==> config.mk <==
export PLATFORM = sky130hd
export DESIGN_NAME = ppp_ctrl
export DESIGN_NICKNAME = d
export VERILOG_FILES = /design/src/hw/rtl/ppp_pkg.sv /design/src/hw/rtl/ppp_ctrl.sv
export SDC_FILE = /design/constraint.sdc
export NUM_CORES = 1
export LEC_CHECK = 0
export ABC_CLOCK_PERIOD_IN_PS = 1450
export BUFFER_PORTS_ARGS = -buffer_cell sky130_fd_sc_hd__clkbuf_2
export CORE_MARGIN = 2
export CORE_UTILIZATION = 35
export CTS_CLUSTER_DIAMETER = 200
export CTS_CLUSTER_SIZE = 40
export DETAILED_ROUTE_END_ITERATION = 6
export PLACE_DENSITY_LB_ADDON = 0.1
export SKIP_CTS_REPAIR_TIMING = 1
export SLEW_MARGIN = 30
export SYNTH_ARGS = -nofsm -noshare
export SYNTH_HDL_FRONTEND = slang
export SYNTH_SLANG_ARGS = --single-unit
==> constraint.sdc <==
create_clock -name clock -period 1.45 [get_ports clock]
set_input_delay 0.29 -clock clock [delete_from_list [all_inputs] [get_ports clock]]
set_output_delay 0.29 -clock clock [all_outputs]
set_load 0.02 [all_outputs]
==> src/hw/rtl/ppp_pkg.sv <==
// Package for point_to_pixel_projection: types, constants and register codes.
package ppp_pkg;

   // Field widths
   localparam int COORD_W    = 32;
   localparam int CFG_W      = 32;
   localparam int SCALE_W    = 15;
   localparam int ROW_W      = 11;
   localparam int COL_W      = 12;
   localparam int IDX_W      = 19;
   localparam int CSR_IDX_W  = 3;

   // Register indexes
   localparam logic [CSR_IDX_W-1:0] CSR_FOCAL_X     = 3'd0;
   localparam logic [CSR_IDX_W-1:0] CSR_FOCAL_Y     = 3'd1;
   localparam logic [CSR_IDX_W-1:0] CSR_CENTER_COL  = 3'd2;
   localparam logic [CSR_IDX_W-1:0] CSR_CENTER_ROW  = 3'd3;
   localparam logic [CSR_IDX_W-1:0] CSR_IMAGE_SCALE = 3'd4;

   // Register reset values
   localparam logic [CFG_W-1:0]   FOCAL_X_RST     = 32'd34603008;
   localparam logic [CFG_W-1:0]   FOCAL_Y_RST     = 32'd34603008;
   localparam logic [CFG_W-1:0]   CENTER_COL_RST  = 32'd20971520;
   localparam logic [CFG_W-1:0]   CENTER_ROW_RST  = 32'd15728640;
   localparam logic [SCALE_W-1:0] IMAGE_SCALE_RST = 15'd4096;

   // Parameter defaults
   localparam int MAX_POINTS_DEF  = 524288;
   localparam int BASE_WIDTH_DEF  = 640;
   localparam int BASE_HEIGHT_DEF = 480;
   localparam int BASE_W          = 13;

   // Image size caps and scale fraction
   localparam int COL_CAP    = 4096;
   localparam int ROW_CAP    = 2048;
   localparam int DIMC_W     = 13;
   localparam int DIMR_W     = 12;
   localparam int SCALE_FRAC = 12;
   localparam int SIZE_PROD_W = BASE_W + SCALE_W;
   localparam int IDX_FIELD_MAX = 2**IDX_W - 1;

   // Projection arithmetic
   localparam int PROD_W    = 2 * COORD_W;
   localparam int QUO_W     = 48;
   localparam int REM_W     = 32;
   localparam int DIV_BITS  = 3;
   localparam int DIV_CYCLES = QUO_W / DIV_BITS;
   localparam int DIV_CNT_W = $clog2(DIV_CYCLES);
   localparam int SUM_W     = QUO_W + 2;
   localparam int T_W       = SUM_W + SCALE_W + 1;
   localparam int RND_SHIFT = 28;
   localparam int PIX_W     = T_W - RND_SHIFT;

   typedef enum logic [2:0] {
      ST_IDLE,
      ST_MUL,
      ST_INIT,
      ST_DIV,
      ST_ADD,
      ST_SCL,
      ST_RND,
      ST_DONE
   } ppp_state_type;

   typedef struct packed {
      logic take;
      logic mul;
      logic div_init;
      logic div_step;
      logic add;
      logic scale;
      logic round;
      logic out_load;
      logic axis;
   } ppp_cmd_type;

   typedef struct packed {
      logic req_valid;
      logic zero;
      logic out_free;
   } ppp_stat_type;

endpackage

==> src/hw/rtl/ppp_ctrl.sv <==
// Controller state machine sequencing the projection datapath.
module ppp_ctrl import ppp_pkg::*; (
   input  logic         clock,
   input  logic         reset,
   input  ppp_stat_type stat,
   output ppp_cmd_type  cmd
);

   ppp_state_type        state_ff, state_in;
   logic                 axis_ff, axis_in;
   logic [DIV_CNT_W-1:0] cnt_ff, cnt_in;
   logic                 div_last;

   assign div_last = (cnt_ff == DIV_CNT_W'(DIV_CYCLES - 1));

   // Hold state, axis and divider step count
   always_ff @(posedge clock) begin
      if (reset) begin
         state_ff <= ST_IDLE;
         axis_ff  <= 1'b0;
         cnt_ff   <= '0;
      end else begin
         state_ff <= state_in;
         axis_ff  <= axis_in;
         cnt_ff   <= cnt_in;
      end
   end

   // Next state
   always_comb begin
      state_in = state_ff;
      axis_in  = axis_ff;
      cnt_in   = cnt_ff;
      case (state_ff)
         ST_IDLE: begin
            axis_in = 1'b0;
            if (stat.req_valid) begin
               state_in = ST_MUL;
            end
         end
         ST_MUL: begin
            state_in = stat.zero ? ST_DONE : ST_INIT;
         end
         ST_INIT: begin
            cnt_in   = '0;
            state_in = ST_DIV;
         end
         ST_DIV: begin
            cnt_in = cnt_ff + 1'b1;
            if (div_last) begin
               state_in = ST_ADD;
            end
         end
         ST_ADD: begin
            state_in = ST_SCL;
         end
         ST_SCL: begin
            state_in = ST_RND;
         end
         ST_RND: begin
            axis_in  = 1'b1;
            state_in = axis_ff ? ST_DONE : ST_MUL;
         end
         ST_DONE: begin
            if (stat.out_free) begin
               state_in = ST_IDLE;
            end
         end
         default: begin
            state_in = ST_IDLE;
         end
      endcase
   end

   // Commands to the datapath
   always_comb begin
      cmd      = '0;
      cmd.axis = axis_ff;
      case (state_ff)
         ST_IDLE: cmd.take     = 1'b1;
         ST_MUL:  cmd.mul      = 1'b1;
         ST_INIT: cmd.div_init = 1'b1;
         ST_DIV:  cmd.div_step = 1'b1;
         ST_ADD:  cmd.add      = 1'b1;
         ST_SCL:  cmd.scale    = 1'b1;
         ST_RND:  cmd.round    = 1'b1;
         ST_DONE: cmd.out_load = stat.out_free;
         default: cmd.take     = 1'b0;
      endcase
   end

endmodule

Yosys cells after proc, flatten, opt, wreduce, memory -nomap -nowiden. Index checks and enable logic that the tools add are counted.

Bits in registers: 8. Bits of input ports: 5.

$add $sub $neg: 1. Eq/ne operators: 11. Multiplexer cells: 16. Reductions and logical operators: 4.

Operators by type and width (count): case mux 3 bit (8 select lines) (1); two-way mux 3 bit (5); equality test 3 bit (second input constant) (4); two-way mux 1 bit (8); case mux 4 bit (2 select lines) (1); equality test 3 x 2 -> 1 bit (second input constant) (2); inequality test 2 bit (second input constant) (3); adder 4 x 1 -> 4 bit (second input constant) (1); equality test 4 bit (second input constant) (1); nonzero test 2 bit (2); equality test 3 x 1 -> 1 bit (second input constant) (1); logical NOT 3 bit (1); AND reduction 3 bit (1); case mux 1 bit (2 select lines) (1).

Logic depth before layout (Yosys ltp). Gate-level depths: netlist of run 1.

Word-level depth: 3. Gate-level depth with buffers: 5. Depth with buffers taken out: 5.

Worst setup path before layout of run 1. Ideal clock, no wire load.

Kind: flip-flop to flip-flop. Start: reg state_ff[2]. End: reg state_ff[0]. Library setup time: 0.074 ns. Arrival time: 1.344 ns. Required time: 1.376 ns. Slack: 0.031 ns. Stages on the path, launching flop included: 6. Buffers on the path: 1. Period minus slack after synthesis: 1.419 ns. Cells stage by stage: dfxtp_1 buf_2 nor3b_1 nand3b_1 o21a_1 o21ai_0.

Word-level cells in the longest chain between the ends: 3. Elaborated cells between the ends (all ways): 13. Classes of those cells: eq/ne (10); mux (1); reduce/logical (2).

Ends and longest elaborated chain: start: declaration (line ppp_ctrl.sv:9) `ppp_state_type state_ff, state_in;`; start signal: assignment (line ppp_ctrl.sv:23) `state_ff <= state_in;`; equality test 3 x 2 -> 1 bit (tied with other cells) (line ppp_ctrl.sv:34) `case (state_ff)`; inequality test 2 bit (no source line); AND reduction 3 bit (no source line).

Parallel ways exist; a longest one is shown, timed or not. A chain may end at the register's enable or synchronous reset.

==> results of run 1 <==
[cell usage after synthesis]
library cell,instances
dfxtp_1,8
nor2_1,7
a21oi_1,6
nand2_1,5
o21ai_0,5
inv_1,4
nor3b_1,4
nand3_1,3
and2_1,2
buf_2,2
buf_4,2
nor3_1,2
or3_1,2
a211o_1,1
a31oi_1,1
and3_1,1
and3b_1,1
buf_1,1
clkbuf_1,1
ha_1,1
nand2b_1,1
nand3b_1,1
nor2b_1,1
o21a_1,1
o21bai_1,1
o31ai_1,1
or3b_1,1
[final cells by class]
type                            instances  area, sq um
Sequential cell                         8        171.4
Fill cell                             144        616.8
Tap cell                               15        18.77
Multi-Input combinational cell         48        312.8
Clock buffer                            3        22.52
Timing Repair Buffer                   18        143.9
Inverter                                4        15.01
[kinds of logic (layout without fill, tap and decap cells)]
logic type,count (synthesis),after routing,share of synthesized area [%]
simple gates,31,31,35.07
compound gates,16,16,19.22
buf+inv,10,25,9.867
flops,8,8,33.25
fa+ha+maj,1,1,2.597
[cells in the final DEF, fill, tap and decap left out]
cell and count:
a21oi_1 6, or3_1 1, nand3_1 2, nor2_1 6, and3_1 1, dfxtp_4 3, nand2_1 5, ha_1 1
o31ai_1 1, buf_2 2, buf_6 5, nor2_2 1, nor3b_1 1, nand3_2 1, a211o_1 1, nand2b_1 1
clkbuf_2 7, nor3b_4 1, or3b_1 1, or3_4 1, o21a_1 1, buf_4 3, dfxtp_1 5, o21bai_1 1
inv_1 3, inv_2 1, nand3b_1 1, nor3_1 1, clkbuf_4 3, and2_1 2, and3b_1 1, buf_12 1
nor3_2 1, a31oi_1 1, nor2b_1 1, nor3b_2 2, o21ai_0 5
[worst max-delay path: stages (launching register included)]
cell and delay, ps:
dfxtp_4 360, or3_4 400, inv_2 60, buf_6 100
[worst paths after layout]
| path | from | endpoint | cells past startpoint |
|---|---|---|---|
| worst max-delay path | state_ff[1] | cmd[8] | 3 |
| worst min register to register | cnt_ff[3] | cnt_ff[3] | 2 |
| worst min-delay path | reset | cnt_ff[3] | 2 |
| worst max register to register | state_ff[1] | state_ff[0] | 4 |
[layer usage]
metal | GRT usage, % | part of all wire, % | wire, microns | vias to the layer above
met3 | 4.891 | 4.7 | 51 | 2
met4 | 7.258 | 0.65 | 7 | 0
li1 | - | - | - | 257
met2 | 21.09 | 46 | 491 | 10
met5 | 0 | 0 | 0 | -
met1 | 20.65 | 49 | 524 | 211
[power groups by stage]
stage          registers (uW)  logic (uW)  clock network (uW)
2_1_floorplan             306         350                   0
4_1_cts                   331         492                 181
3_3_place_gp              333         494                   0
5_1_grt                   368         737                 193
6_report                  358         680                 170
3_5_place_dp              335         490                   0
[metrics by stage]
| stage | std cells | worst slack [ps] | cell area [sq um] | setup TNS, ps | power (uW) |
|---|---|---|---|---|---|
| after detailed placement | 92 | 74.31 | 563.0 | 0 | 825.4 |
| after CTS | 95 | -211.6 | 585.6 | -594.7 | 1005 |
| after global placement | 92 | 64.53 | 563.0 | 0 | 826.8 |
| after global routing | 96 | -53.60 | 684.4 | -143.7 | 1298 |
| after floorplan | 66 | 31.43 | 481.7 | 0 | 655.9 |
| final | 96 | -13.65 | 684.4 | -13.65 | 1207 |
[state kept, by name, summed over array words and instances, names as in the netlist]
name and flops:
axis_ff 1, cnt_ff 4, state_ff 3
==> parameters.txt, run 1 <==
Parameter                              Value

STA
  Final period util    100.9%
  Least setup slack across all paths after layout    -13.65 ps
  Slew headroom    76.83%
  Worst-case clock skew    2.542 ps
  Fmax    683.2 MHz
  Number of endpoints with negative hold slack in the final report    0
  Final-report max-slew violation count    0
  Tightest hold margin    330.5 ps
  Slew at the pin with the worst max-slew slack    344.5 ps
  Setup repair after global routing missed its margin    true
  Endpoints failing setup    1
  Time the worst path needs with I/O delays and setup    1464 ps

Floorplan
  IO Pins    14
  Floorplan Core Area    1301 sq um
  Die area    1689 sq um
  Standard-cell row count    13
  Initial cell density of the core    37.02%
  Die Ht    41.10 microns
  Die Width    41.10 microns

Clock network
  Maximum number of buffers from clock root to sink    2
  Clock Pin Slew Worst Setup and Hold Paths    60 ps
  Total CTS buffers    3
  Later-pin clock latency in the skew report    250 ps
  TritonCTS clock tree    yes
  Sink Count    8
  Htree depth    1
  Clock tree root buffer cell    clkbuf_4

Pwr
  Share of total power in combinational logic    56.3%
  Net switching component of the power    493.5 uW
  Max rail drop VDD    0.0009702 V
  Clock Power Share    14.1%
  Net switching share of the total power    40.88%
  Int Pwr    713.7 uW
  Power Dens Cells    1764 nW/um^2
  Flop pwr share    29.6%
  Leakage power summed over all cells    0.0002875 uW

Detailed routing
  Total wire length    1075 microns
  Via/cell ratio    5.000
  Number of remaining DRC errors    0
  Initial drt markers    4
  Number of vias in the routed layout    480
  Final antenna-violating net count    0
  Post-detailed-route wirelength per cell    11.20 microns
  Number of iterations in the first detailed-routing pass    4

Run status
  Failing checks    setup timing
  Run status    complete, but fails checks

Synthesis
  Library cells used by synthesis    27
  Synthesized area per cell    7.299 sq um
  Count of synthesis-stage warnings from yosys    0
  Seq cells post-synth    8
  Cell area after synthesis    481.7 sq um
  Top cell type by total area after synthesis    dfxtp_1
  Top-area cell type share of the netlist area    33.25%
  Sequential cell area fraction in the yosys report    33.25%
  Ranking of synthesized cells by area    dfxtp_1 (33%), a21oi_1 (6.2%), nor3b_1 (6.2%)
  Mapped Nets    72
  Synthesized instance count    66

Global routing
  Wire length of the first global-routing pass    1621 microns
  Number of global-route vias before repair    379
  Maximum number of pins on one net before global-route repair    10
  Initial antenna violation count    0
  GR Util All Layers    15.14%
  Leftover overflow at the end of global routing    0

Worst setup path
  Worst EP arrival    1170 ps
  Largest fanout on the critical path    4
  Category of the most critical setup path    flip-flop to output port
  Worst-case register-to-register setup slack    150 ps
  Data required, critical path    1160 ps
  CP Launch Type    flip-flop
  Nature of the critical path endpoint    output port

Job
  Max-capacitance violation count    0

Layout
  Core Util, Final    52.60%
  Area growth from synthesis to final layout    42.08%
  Post-layout nets    89
  Antenna diode instance count    0
  Share of post-route cells with drive strength above 1    39.51%

Place
  Quantity of I/O buffers inserted on ports    13
  Final Wtd Congestion    0.7446
  DPL Wire Length    790.3 microns

Hold path
  Worst hold-check path type    primary input to flip-flop
No activity file was read; power rests on OpenSTA's default activity.
==> run 2, diff against run 1 <==
- PLACE_DENSITY: not set -> 0.64
- PLACE_DENSITY_LB_ADDON: 0.1 -> not set
==> run 2 against run 1 <==
The run still ends with setup timing left. Clock power grew 8%. Cell area grew 0.18%. Total power grew 5.4%. Combinational power grew 7.1%. Clock skew shrank 0.69 ps. Sequential cell count is the same. Cell count grew 5.2%. Fmax shrank 0.61%. Non-clock buffer count grew 5. Die area is the same. Routed wire length grew 13%.
==> parameters.txt, run 2 (synthesis results as in run 1) <==
Parameter                              Value

Worst setup path
  Buffer and inverter count on the worst path    2
  Nature of the critical path endpoint    output port
  Critical path cell sequence    or3_4, inv_2, buf_6
  Largest fanout on the critical path    7
  R2R cell count    6
  Category of the most critical setup path    flip-flop to output port
  Number of stages on the worst setup path    3
  Slowest stage cell on the critical path    or3_4
  CP Launch Type    flip-flop
  Worst EP arrival    1180 ps
  Data required, critical path    1160 ps
  CP top delay family    simple AND/OR/NAND/NOR gates
  Longest individual stage delay on the worst path    400 ps

Floorplan
  Initial cell density of the core    37.02%
  Floorplan Core Area    1301 sq um
  Die Ht    41.10 microns
  IO Pins    14
  Die Width    41.10 microns
  Die area    1689 sq um
  Standard-cell row count    13

Place
  Placed Cells incl. Taps    91
  DP Area    555.5 sq um
  Final Wtd Congestion    0.8173
  DPL Wire Length    733.6 microns
  Placement Setup Slack    63.27 ps
  Quantity of I/O buffers inserted on ports    13

STA
  Final-report max-slew violation count    0
  Setup repair after global routing missed its margin    true
  Time the worst path needs with I/O delays and setup    1473 ps
  Least setup slack across all paths after layout    -22.68 ps
  Number of endpoints with negative hold slack in the final report    0
  Slew headroom    81.27%
  Worst-case clock skew    1.852 ps
  Final period util    101.6%
  Setup_tns    -22.68 ps
  Fmax    679.0 MHz
  Slew at the pin with the worst max-slew slack    281.0 ps
  Endpoints failing setup    1

Detailed routing
  Total wire length    1220 microns
  Number of remaining DRC errors    0
  Post-detailed-route wirelength per cell    12.08 microns
  Number of vias in the routed layout    518
  Initial drt markers    11
  Via/cell ratio    5.129
  Final antenna-violating net count    0
  Number of iterations in the first detailed-routing pass    4

Layout
  Share of post-route cells with drive strength above 1    38.37%
  Most used cells in the layout excluding fill and tap cells    buf_4 (9), nor2_1 (7), clkbuf_2 (7)
  Antenna diode instance count    0
  Cell area after layout    685.7 sq um
  Fillcell total    138
  Final std cells w/o fill    101
  Post-layout nets    94
  Area growth from synthesis to final layout    42.34%
  Leading cell type in the layout, fill and taps excluded    buf_4
  Largest regs    cnt_ff (4), state_ff (3), axis_ff (1)
  Reg with most FFs    cnt_ff
  Flip-flop count of the largest register, all copies and words added    4

Clock network
  Clock tree root buffer cell    clkbuf_4
  Total CTS buffers    3
  Maximum number of buffers from clock root to sink    2
  Clock Pin Slew Worst Setup and Hold Paths    60 ps
  Htree depth    1
  Sink Count    8
  TritonCTS clock tree    yes
  Later-pin clock latency in the skew report    260 ps

Hold path
  Worst hold path cell count    3
  Worst hold-check path type    primary input to flip-flop

Pwr
  Leakage power summed over all cells    0.0002999 uW
  Max rail drop VDD    0.0008658 V
  Power Dens Cells    1855 nW/um^2

Global routing
  Leftover overflow at the end of global routing    0
  Maximum number of pins on one net before global-route repair    15
  Number of global-route vias before repair    432
  Initial antenna violation count    0
  GR Util All Layers    17.04%
  Wire length of the first global-routing pass    1807 microns

Run status
  Failing checks    setup timing
  Run status    complete, but fails checks

Job
  Max-capacitance violation count    0
## run 2: changes by cell type in the layout (fill, tap and decap cells not counted), sizes merged
cell  before  now
buf       11   16
## run 2: final timing paths
check / to / from / slack, ps
worst min register to register: cnt_ff[3] / cnt_ff[3] / 500
worst min-delay path: state_ff[2] / stat[0] / 320
worst max register to register: cnt_ff[0] / state_ff[0] / 130
worst max-delay path: cmd[8] / state_ff[1] / -20
## run 2: layout make-up
type | instances | area, sq um | area share (%)
inverters | 4 | 15.01 | 2.190
clock buffers | 3 | 22.52 | 3.285
flip-flops and latches | 8 | 171.4 | 25.00
well taps | 15 | 18.77 | 2.737
repair buffers | 23 | 162.7 | 23.72
multi-input cells | 48 | 295.3 | 43.07
## run 2: power breakdown
part	leakage [uW]	total (uW)	switching (uW)	internal, uW
clock network	0.0000138	183	87.2	95.5
registers	0.0000670	361	77.3	284
logic	0.000219	728	342	386
total	0.000300	1270	507	765
## run 2: worst min-delay path, delay by kind of cell
family	cells	cell delay [ps]
AOI/OAI and AO/OA	1	60
and+or+nand+nor	1	100
buffers and inverters	1	100
## run 2: per-layer routing
| metal | up-vias | GRT usage (%) | routed length (microns) | part of all wire [%] |
|---|---|---|---|---|
| li1 | 270 | - | - | - |
| met1 | 237 | 20.00 | 588 | 48 |
| met2 | 11 | 27.34 | 576 | 47 |
| met3 | 0 | 9.783 | 55 | 4.5 |
| met4 | 0 | 2.419 | 0 | 0 |
| met5 | - | 0 | 0 | 0 |
## run 2: stage by stage
| stage | util, % | hold slack (ps) | power, uW |
|---|---|---|---|
| after CTS | 44.42 | 317.3 | 984.3 |
| after global placement | 42.69 | 479.8 | 797.9 |
| final | 52.69 | 323.4 | 1272 |
| after global routing | 52.69 | 334.9 | 1369 |
| after floorplan | - | 459.0 | 655.9 |
| after detailed placement | 42.69 | 489.1 | 798.9 |
